File: src/rtl/core/hes_pkg.sv
package hes_pkg;

  localparam int NUM_CLASSES    = 9;
  localparam int ROM_STEPS      = 6;
  localparam int STEP_LIMIT_DEF = 8;

  typedef logic [3:0] cls_t;
  typedef logic [1:0] str_t;
  typedef logic [1:0] src_t;
  typedef logic [8:0] ms_t;
  typedef logic [2:0] len_t;
  typedef logic [2:0] rom_pos_t;
  typedef logic [1:0] reg_idx_t;
  typedef logic [7:0] duty_t;

  typedef struct packed {
    cls_t cls;
    str_t str;
  } cmd_class_t;

  // effect classes
  localparam cls_t CLS_NONE    = 4'd0;
  localparam cls_t CLS_CLICK   = 4'd1;
  localparam cls_t CLS_TAP     = 4'd2;
  localparam cls_t CLS_PULSE   = 4'd3;
  localparam cls_t CLS_HEAVY   = 4'd4;
  localparam cls_t CLS_SHORT   = 4'd5;
  localparam cls_t CLS_LONG    = 4'd6;
  localparam cls_t CLS_DOUBLE  = 4'd7;
  localparam cls_t CLS_WARNING = 4'd8;

  // strength levels
  localparam str_t STR_LOW  = 2'd0;
  localparam str_t STR_MED  = 2'd1;
  localparam str_t STR_HIGH = 2'd2;

  // duty source of a pattern step
  localparam src_t SRC_ZERO = 2'd0;
  localparam src_t SRC_STR  = 2'd1;
  localparam src_t SRC_MED  = 2'd2;
  localparam src_t SRC_HIGH = 2'd3;

  // config register indexes
  localparam reg_idx_t REG_DUTY_LOW = 2'd0;
  localparam reg_idx_t REG_DUTY_MED = 2'd1;
  localparam reg_idx_t REG_DUTY_HI  = 2'd2;

  localparam duty_t DUTY_LOW_RST = 8'd170;
  localparam duty_t DUTY_MED_RST = 8'd220;
  localparam duty_t DUTY_HI_RST  = 8'd255;

  localparam ms_t ELAPSED_MAX = 9'd511;

  // classification thresholds
  localparam logic [7:0]  AMP_MED_MIN     = 8'd85;
  localparam logic [7:0]  AMP_HIGH_MIN    = 8'd170;
  localparam logic [7:0]  AMP_HEAVY_MIN   = 8'd180;
  localparam logic [7:0]  AMP_DOUBLE_MIN  = 8'd220;
  localparam logic [7:0]  AMP_WARN_MIN    = 8'd200;
  localparam logic [15:0] DUR_CLICK_MAX   = 16'd30;
  localparam logic [15:0] DUR_TAP_MAX     = 16'd65;
  localparam logic [15:0] DUR_PULSE_MAX   = 16'd120;
  localparam logic [15:0] DUR_SHORT_MAX   = 16'd220;
  localparam logic [15:0] DUR_DOUBLE_MAX  = 16'd45;
  localparam logic [15:0] DUR_WARN_MIN    = 16'd350;

  function automatic len_t pat_len(cls_t c);
    len_t n;
    case (c)
      CLS_CLICK, CLS_TAP, CLS_PULSE, CLS_HEAVY, CLS_SHORT, CLS_LONG: n = 3'd2;
      CLS_DOUBLE:  n = 3'd4;
      CLS_WARNING: n = 3'd6;
      default:     n = 3'd1;
    endcase
    return n;
  endfunction

  function automatic src_t pat_src(cls_t c, rom_pos_t p);
    src_t s;
    s = SRC_ZERO;
    case (c)
      CLS_CLICK, CLS_TAP, CLS_SHORT, CLS_LONG: if (p == 3'd0) s = SRC_STR;
      CLS_PULSE:   if (p == 3'd0) s = SRC_MED;
      CLS_HEAVY:   if (p == 3'd0) s = SRC_HIGH;
      CLS_DOUBLE:  if (!p[0] && p < 3'd4) s = SRC_HIGH;
      CLS_WARNING: if (!p[0] && p < 3'd6) s = SRC_HIGH;
      default:     s = SRC_ZERO;
    endcase
    return s;
  endfunction

  function automatic ms_t pat_time(cls_t c, rom_pos_t p);
    ms_t t;
    case (c)
      CLS_CLICK:   t = (p == 3'd0) ? 9'd25  : 9'd40;
      CLS_TAP:     t = 9'd50;
      CLS_PULSE:   t = (p == 3'd0) ? 9'd90  : 9'd60;
      CLS_HEAVY:   t = (p == 3'd0) ? 9'd120 : 9'd70;
      CLS_SHORT:   t = (p == 3'd0) ? 9'd170 : 9'd80;
      CLS_LONG:    t = (p == 3'd0) ? 9'd320 : 9'd100;
      CLS_DOUBLE:  t = !p[0] ? 9'd25  : ((p == 3'd1) ? 9'd70 : 9'd80);
      CLS_WARNING: t = !p[0] ? 9'd120 : ((p == 3'd5) ? 9'd100 : 9'd70);
      default:     t = 9'd1;
    endcase
    return t;
  endfunction

endpackage

File: src/rtl/core/haptic_effect_sequencer.sv
// Haptic effect sequencer. Each input transfer is a rumble command
// (in_action = 1) or a 1 ms tick (in_action = 0), and each produces exactly
// one result transfer showing the motor duty, the playing flag, the effect
// class and the strength after that item. Items land in an input register
// at the input transfer edge and are applied to the sequencer state at the
// next edge on which the result slot is free; the state registers are
// themselves the result register, so a result passes the input register
// and then the state registers. The block sustains one item per cycle while
// out_ready stays high, set by the combinational state update (classify,
// pattern ROM lookup, elapsed compare). A new input is taken while a result
// waits for out_ready, as long as the input register is free. The duty
// registers (cfg_index 0 low, 1 medium, 2 high) are written with cfg_we and
// take effect for pattern steps that start after the write.
module haptic_effect_sequencer #(
  parameter int STEP_LIMIT = hes_pkg::STEP_LIMIT_DEF
) (
  input  logic                clk,
  input  logic                rst_n,
  // input channel
  input  logic                in_valid,
  output logic                in_ready,
  input  logic                in_action,
  input  logic [7:0]          in_amplitude,
  input  logic [15:0]         in_duration_ms,
  // result channel
  output logic                out_valid,
  input  logic                out_ready,
  output logic [7:0]          out_motor_duty,
  output logic                out_playing,
  output logic [3:0]          out_effect_class,
  output logic [1:0]          out_strength_level,
  // config write port
  input  logic                cfg_we,
  input  hes_pkg::reg_idx_t   cfg_index,
  input  logic [7:0]          cfg_wdata
);
  import hes_pkg::*;

  // step position counter wide enough for STEP_LIMIT steps; PW+1 bits for
  // the incremented value and the length compare
  localparam int PW = $clog2(STEP_LIMIT);
  localparam logic [PW:0] STEP_LIMIT_W = (PW+1)'(STEP_LIMIT);
  localparam logic [PW:0] ROM_STEPS_W  = (PW+1)'(ROM_STEPS);

  // input register
  logic        in_vld_r;
  logic        act_r;
  logic [7:0]  amp_r;
  logic [15:0] dur_r;

  // config registers
  duty_t duty_low_r, duty_med_r, duty_hi_r;

  // sequencer state, doubles as result register
  logic          out_vld_r;
  cls_t          eff_r,   eff_nxt;
  str_t          str_r,   str_nxt;
  logic [PW-1:0] pos_r,   pos_nxt;
  ms_t           el_r,    el_nxt;
  logic          run_r,   run_nxt;
  duty_t         drive_r, drive_nxt;

  logic       adv;   // result slot free for a new result
  logic       proc;  // an item is applied this cycle

  cmd_class_t  cmd_cls;
  ms_t         el_inc;
  ms_t         step_tm;
  logic [PW:0] nxt_pos;
  logic [PW:0] len_w;
  logic [PW:0] steps;
  src_t        src_sel;
  str_t        str_sel;
  duty_t       duty_sel;

  assign adv      = !out_vld_r || out_ready;
  assign proc     = in_vld_r && adv;
  assign in_ready = !in_vld_r || adv;

  hes_classify u_classify (
    .amplitude   (amp_r),
    .duration_ms (dur_r),
    .cmd_cls     (cmd_cls)
  );

  // ---- step timing for the running pattern ----
  assign el_inc  = (el_r == ELAPSED_MAX) ? el_r : el_r + 9'd1;
  assign step_tm = ({1'b0, pos_r} < ROM_STEPS_W) ? pat_time(eff_r, pos_r[2:0]) : 9'd1;
  assign nxt_pos = {1'b0, pos_r} + {{PW{1'b0}}, 1'b1};
  assign len_w   = (PW+1)'(pat_len(eff_r));
  assign steps   = (len_w > STEP_LIMIT_W) ? STEP_LIMIT_W : len_w;

  // ---- duty of the step that starts now ----
  // a command starts step 0 of the new class with the new strength;
  // a tick that crosses a step boundary starts the next step
  always_comb begin
    if (act_r) begin
      src_sel = pat_src(cmd_cls.cls, 3'd0);
      str_sel = cmd_cls.str;
    end else begin
      src_sel = (nxt_pos < ROM_STEPS_W) ? pat_src(eff_r, nxt_pos[2:0]) : SRC_ZERO;
      str_sel = str_r;
    end
    case (src_sel)
      SRC_STR: begin
        case (str_sel)
          STR_LOW:  duty_sel = duty_low_r;
          STR_HIGH: duty_sel = duty_hi_r;
          default:  duty_sel = duty_med_r;
        endcase
      end
      SRC_MED:  duty_sel = duty_med_r;
      SRC_HIGH: duty_sel = duty_hi_r;
      default:  duty_sel = 8'd0;
    endcase
  end

  // ---- state update ----
  always_comb begin
    eff_nxt   = eff_r;
    str_nxt   = str_r;
    pos_nxt   = pos_r;
    el_nxt    = el_r;
    run_nxt   = run_r;
    drive_nxt = drive_r;
    if (act_r) begin
      // command: cancel whatever runs, start the new pattern
      eff_nxt   = cmd_cls.cls;
      str_nxt   = cmd_cls.str;
      pos_nxt   = '0;
      el_nxt    = '0;
      run_nxt   = 1'b1;
      drive_nxt = duty_sel;
    end else if (run_r) begin
      el_nxt = el_inc;
      if (el_inc >= step_tm) begin
        if (nxt_pos >= steps) begin
          // last step done: motor off, idle; class and strength stay
          pos_nxt   = '0;
          el_nxt    = '0;
          run_nxt   = 1'b0;
          drive_nxt = 8'd0;
        end else begin
          pos_nxt   = nxt_pos[PW-1:0];
          el_nxt    = '0;
          drive_nxt = duty_sel;
        end
      end
    end
    // tick while idle: nothing changes
  end

  always_ff @(posedge clk) begin
    if (!rst_n) begin
      in_vld_r <= 1'b0;
    end else if (in_ready) begin
      in_vld_r <= in_valid;
    end
  end

  always_ff @(posedge clk) begin
    if (in_valid && in_ready) begin
      act_r <= in_action;
      amp_r <= in_amplitude;
      dur_r <= in_duration_ms;
    end
  end

  always_ff @(posedge clk) begin
    if (!rst_n) begin
      duty_low_r <= DUTY_LOW_RST;
      duty_med_r <= DUTY_MED_RST;
      duty_hi_r  <= DUTY_HI_RST;
    end else if (cfg_we) begin
      case (cfg_index)
        REG_DUTY_LOW: duty_low_r <= cfg_wdata;
        REG_DUTY_MED: duty_med_r <= cfg_wdata;
        REG_DUTY_HI:  duty_hi_r  <= cfg_wdata;
        default: ;
      endcase
    end
  end

  always_ff @(posedge clk) begin
    if (!rst_n) begin
      out_vld_r <= 1'b0;
      eff_r     <= CLS_NONE;
      str_r     <= STR_LOW;
      pos_r     <= '0;
      el_r      <= '0;
      run_r     <= 1'b0;
      drive_r   <= 8'd0;
    end else begin
      if (adv) begin
        out_vld_r <= in_vld_r;
      end
      if (proc) begin
        eff_r   <= eff_nxt;
        str_r   <= str_nxt;
        pos_r   <= pos_nxt;
        el_r    <= el_nxt;
        run_r   <= run_nxt;
        drive_r <= drive_nxt;
      end
    end
  end

  assign out_valid          = out_vld_r;
  assign out_motor_duty     = drive_r;
  assign out_playing        = run_r;
  assign out_effect_class   = eff_r;
  assign out_strength_level = str_r;

endmodule

File: src/rtl/core/hes_classify.sv
module hes_classify (
  input  logic [7:0]              amplitude,
  input  logic [15:0]             duration_ms,
  output hes_pkg::cmd_class_t     cmd_cls
);
  import hes_pkg::*;

  cls_t cls;
  str_t str;

  always_comb begin
    if (amplitude < AMP_MED_MIN) begin
      str = STR_LOW;
    end else if (amplitude < AMP_HIGH_MIN) begin
      str = STR_MED;
    end else begin
      str = STR_HIGH;
    end

    if (duration_ms <= DUR_CLICK_MAX) begin
      cls = CLS_CLICK;
    end else if (duration_ms <= DUR_TAP_MAX) begin
      cls = CLS_TAP;
    end else if (duration_ms <= DUR_PULSE_MAX) begin
      cls = (amplitude >= AMP_HEAVY_MIN) ? CLS_HEAVY : CLS_PULSE;
    end else if (duration_ms <= DUR_SHORT_MAX) begin
      cls = CLS_SHORT;
    end else begin
      cls = CLS_LONG;
    end
    // overrides
    if (duration_ms <= DUR_DOUBLE_MAX && amplitude >= AMP_DOUBLE_MIN) cls = CLS_DOUBLE;
    if (duration_ms >= DUR_WARN_MIN && amplitude >= AMP_WARN_MIN) cls = CLS_WARNING;
    if (duration_ms == 16'd0 || amplitude == 8'd0) cls = CLS_NONE;
  end

  assign cmd_cls.cls = cls;
  assign cmd_cls.str = str;

endmodule

File: config.mk
export PLATFORM = sky130hd
export DESIGN_NAME = haptic_effect_sequencer
export DESIGN_NICKNAME = d
export VERILOG_FILES = /design/src/rtl/core/hes_pkg.sv /design/src/rtl/core/haptic_effect_sequencer.sv /design/src/rtl/core/hes_classify.sv
export SDC_FILE = /design/constraint.sdc
export NUM_CORES = 1
export LEC_CHECK = 0
export BUFFER_PORTS_ARGS = -buffer_cell sky130_fd_sc_hd__buf_4
export CORE_MARGIN = 1
export CORE_UTILIZATION = 60
export DETAILED_ROUTE_END_ITERATION = 6
export PLACE_DENSITY = 0.79
export SLEW_MARGIN = 20
export SYNTH_ARGS = -nofsm -noshare
export SYNTH_HDL_FRONTEND = slang
export SYNTH_SLANG_ARGS = --single-unit
File: constraint.sdc
create_clock -name clk -period 5.55 [get_ports clk]
set_input_delay 0.555 -clock clk [delete_from_list [all_inputs] [get_ports clk]]
set_output_delay 0.555 -clock clk [all_outputs]
set_load 0.05 [all_outputs]
==> impl_metrics.csv <==
group,metric,value,unit
drt,detail_route.wl_per_cell,16.0,um
logic_synthesis,synth_top_area_cell,"dfxtp_1",
placement,placedCellCount,669,
cts,cts_inserted_buffers,9,
final_layout,drive_gt1_frac,0.179,
logic_synthesis,synth_nets,593,
critical_path,start_kind,"register",
drt,wl,10.9,mm
sta,relSlewSlack,0.298,
power_and_ir_drop,p_clk_frac,0.355,
critical_path,rr_worst_depth,19,
power_and_ir_drop,net-switching-power,0.322,mW
sta,fin_crit,3.95,ns
critical_path,cp_cell_sequence,"inv_1, ha_1, nor2b_1, nand2_1, nor2_1, a21o_1, a31oi_1, o22ai_1, nand2_1, ha_1, a21o_1, a21o_1, a21oi_1, o31ai_1, a21o_1, o21ai_1, buf_4, a211o_2, a221oi_2",
floorplanning,ios,57,
floorplanning,die_x,90.6,um
final_layout,utilization,0.727,
critical_path,cpLargestDelayFamily,"compound AO/OA/AOI/OAI gates",
final_layout,fin_area,5380,um^2
critical_path,r2r_start,"pos_r[0]$_SDFFE_PN0P_",
final_layout,multi_input_area,2670,um^2
critical_path,cp.required,5.76,ns
global_route,grt_first_pass_wirelength,18.8,mm
worst_hold_path,hold_path.class,"in -> reg",
floorplanning,rows,31,
cts,cts.sinks,81,
drt,first_pass_iters,5,
drt,drtIter0Drc,163,
floorplanning,start_util,0.636,
logic_synthesis,synth-edff-count,25,
logic_synthesis,yosysWarnings,0,
worst_hold_path,hold_start,"in_duration_ms[5]",
logic_synthesis,synthTopCellsByArea,"dfxtp_1 24%, edfxtp_1 16%, nand2_1 6.9%",
cts,cts_tree,"done",
power_and_ir_drop,report.power.total,1.26,mW
logic_synthesis,synthesis.area,4710,um^2
sta,rsz0062_at_grt,"false",
power_and_ir_drop,p_comb_frac,0.121,
logic_synthesis,ys_ff_latch,81,
drt,drc_errors,0,
final_layout,regArea,1870,um^2
floorplanning,die_y,90.6,um
cts,postCtsHoldBufs,0,
sta,setup_tns,0,ns
drt,vias_per_cell,6.11,
sta,clock.fmax,0.253,GHz
cts,clk_pin_slew,0.08,ns
placement,place_hpwl,8.14,mm
sta,finalCritPeriodShare,0.712,
global_route,track_usage,0.281,
power_and_ir_drop,p_int,0.938,mW
final_layout,fillers,605,
run_status,status,"finished, final reports clean",
global_route,grt-ovfl-total,0,
power_and_ir_drop,power_leakage,2.09,nW
critical_path,r2r-end,"out_motor_duty[1]$_SDFFE_PN0P_",
logic_synthesis,postSynthAreaPerCell,8.79,um^2
final_layout,area_growth,14.3,%
worst_hold_path,min_path_cells,1,
power_and_ir_drop,p_seq_frac,0.524,
critical_path,path_class,"reg -> reg",
drt,postRouteAntennaNets,0,
sta,worst_pin_slew,1.05,ns
floorplanning,core-area,7410,um^2
cts,cts.repair.resized,0,
global_route,grt_pass1_vias,4033,
sta,setup_viol,0,
power_and_ir_drop,ir_drop,159,uV
placement,pre_cts_ws,1.67,ns
final_layout,diodes,0,
sta,holdWs,0.377,ns
placement,port_buffers,56,
logic_synthesis,synth_top_area_frac,0.238,
critical_path,path_buf_inv,2,
logic_synthesis,synth-seq-area-share,0.397,
sta,hold_viol,0,
logic_synthesis,netlist_top_cells_count,"86 x nand2_1, 56 x dfxtp_1, 43 x a21oi_1",
critical_path,max_stage_delay,0.61,ns
sta,fin_skew,0.00766,ns
critical_path,crit_path_frequent_cell,"a21o_1",
critical_path,reg2reg_slack,1.60,ns
critical_path,crit_arrival,4.17,ns
global_route,grt_max_degree,32,
logic_synthesis,synth.distinct_cells,63,
critical_path,crit_path_end_kind,"register",
power_and_ir_drop,power_density,234,nW/um^2
cts,clk_latency,0.35,ns
sta,slew_violations,0,
logic_synthesis,synth_most_common_cell,"nand2_1",
worst_hold_path,hold_end,"dur_r[5]$_DFFE_PP_",
sta,setup_ws,1.60,ns
critical_path,critPathMaxFanout,20,
logic_synthesis,synth-main-ff-cell,"dfxtp_1",
placement,gp_congestion,0.894,
cts,post_cts_buffers,0,
global_route,antenna_found_initial,0,
critical_path,slowest_stage,"dfxtp_1",
floorplanning,die-area,8210,um^2
power_and_ir_drop,sw_frac_of_total,0.256,
logic_synthesis,async_flop_share,0,
cts,clk_path_buf_depth,2,
final_layout,final_cells,685,
logic_synthesis,syn_inst,536,
final_layout,nets,638,
cts,cts_root_buf,"clkbuf_8",
cts,htree_levels,3,
drt,vias,4186,
run,cap_violations,0,
placement,post_dp_cell_area,5180,um^2
## cell type report
class	instances	share of cell area
clock buffer	12	0.0290
clock inverter	4	0.00953
inverter	15	0.0105
multi-input combinational	414	0.497
sequential	81	0.348
tap	99	0.0230
timing repair buffer	60	0.0837
## power groups by stage
stage / registers (mW) / clock network [mW] / logic, mW
floorplan: 0.668 / 0 / 0.103
global placement: 0.672 / 0 / 0.147
detailed placement: 0.673 / 0 / 0.151
CTS: 0.659 / 0.453 / 0.152
global route: 0.664 / 0.480 / 0.167
finish: 0.660 / 0.447 / 0.152
## placed cells by master, fill, tap and decap left out, types with 17 or more instances in the layout
master / synthesis / routed
a21oi_1: 43 / 43
buf_4: 0 / 60
dfxtp_1: 56 / 56
edfxtp_1: 25 / 25
ha_1: 17 / 17
mux2i_1: 25 / 25
nand2_1: 86 / 86
nand3_1: 39 / 39
nor2_1: 28 / 28
## per-layer routing
metal	global-route usage	wire length [um]
met4	0.0847	131
met1	0.361	4730
met5	0	0
met3	0.0497	677
met2	0.480	5410
## logic make-up after synthesis
| logic type | count (synthesis) | synth area share |
|---|---|---|
| fa+ha+maj | 17 | 0.0452 |
| simple gates | 229 | 0.244 |
| mux | 28 | 0.0603 |
| xor+xnor | 10 | 0.0186 |
| flops | 81 | 0.397 |
| buf+inv | 41 | 0.0351 |
| compound gates | 130 | 0.200 |
## flip-flops by register name, summed over array words and instances (netlist names)
register and flops:
el_r 9, pos_r 3, duty_hi_r 8, out_effect_class 4
out_playing 1, duty_med_r 8, len_w 3, amp_r 8
duty_low_r 8, out_valid 1, in_vld_r 1, out_strength_level 2
act_r 1, out_motor_duty 8, dur_r 16
## worst max path at each step
stage / startpoint / depth (start not counted) / slack [ns] / end
after floorplan: pos_r[0]$_SDFFE_PN0P_ / 21 / 1.72 / out_motor_duty[1]$_SDFFE_PN0P_
after global placement: pos_r[0]$_SDFFE_PN0P_ / 19 / 1.91 / out_motor_duty[5]$_SDFFE_PN0P_
after detailed placement: pos_r[0]$_SDFFE_PN0P_ / 19 / 1.67 / out_motor_duty[3]$_SDFFE_PN0P_
after CTS: pos_r[0]$_SDFFE_PN0P_ / 19 / 1.66 / out_motor_duty[1]$_SDFFE_PN0P_
after global routing: pos_r[0]$_SDFFE_PN0P_ / 19 / 1.27 / out_motor_duty[1]$_SDFFE_PN0P_
final: pos_r[0]$_SDFFE_PN0P_ / 19 / 1.60 / out_motor_duty[1]$_SDFFE_PN0P_
## worst reg2reg max path, delay by kind of cell (launching register included)
kind / cells / cell delay [ns]
AND/OR/NAND/NOR: 4 / 0.49
adder cells (fa/ha/maj): 2 / 0.50
AO/OA/AOI/OAI: 11 / 1.79
flip-flops: 1 / 0.61
buffers and inverters: 2 / 0.43
Power figures use the tool's default switching activity.
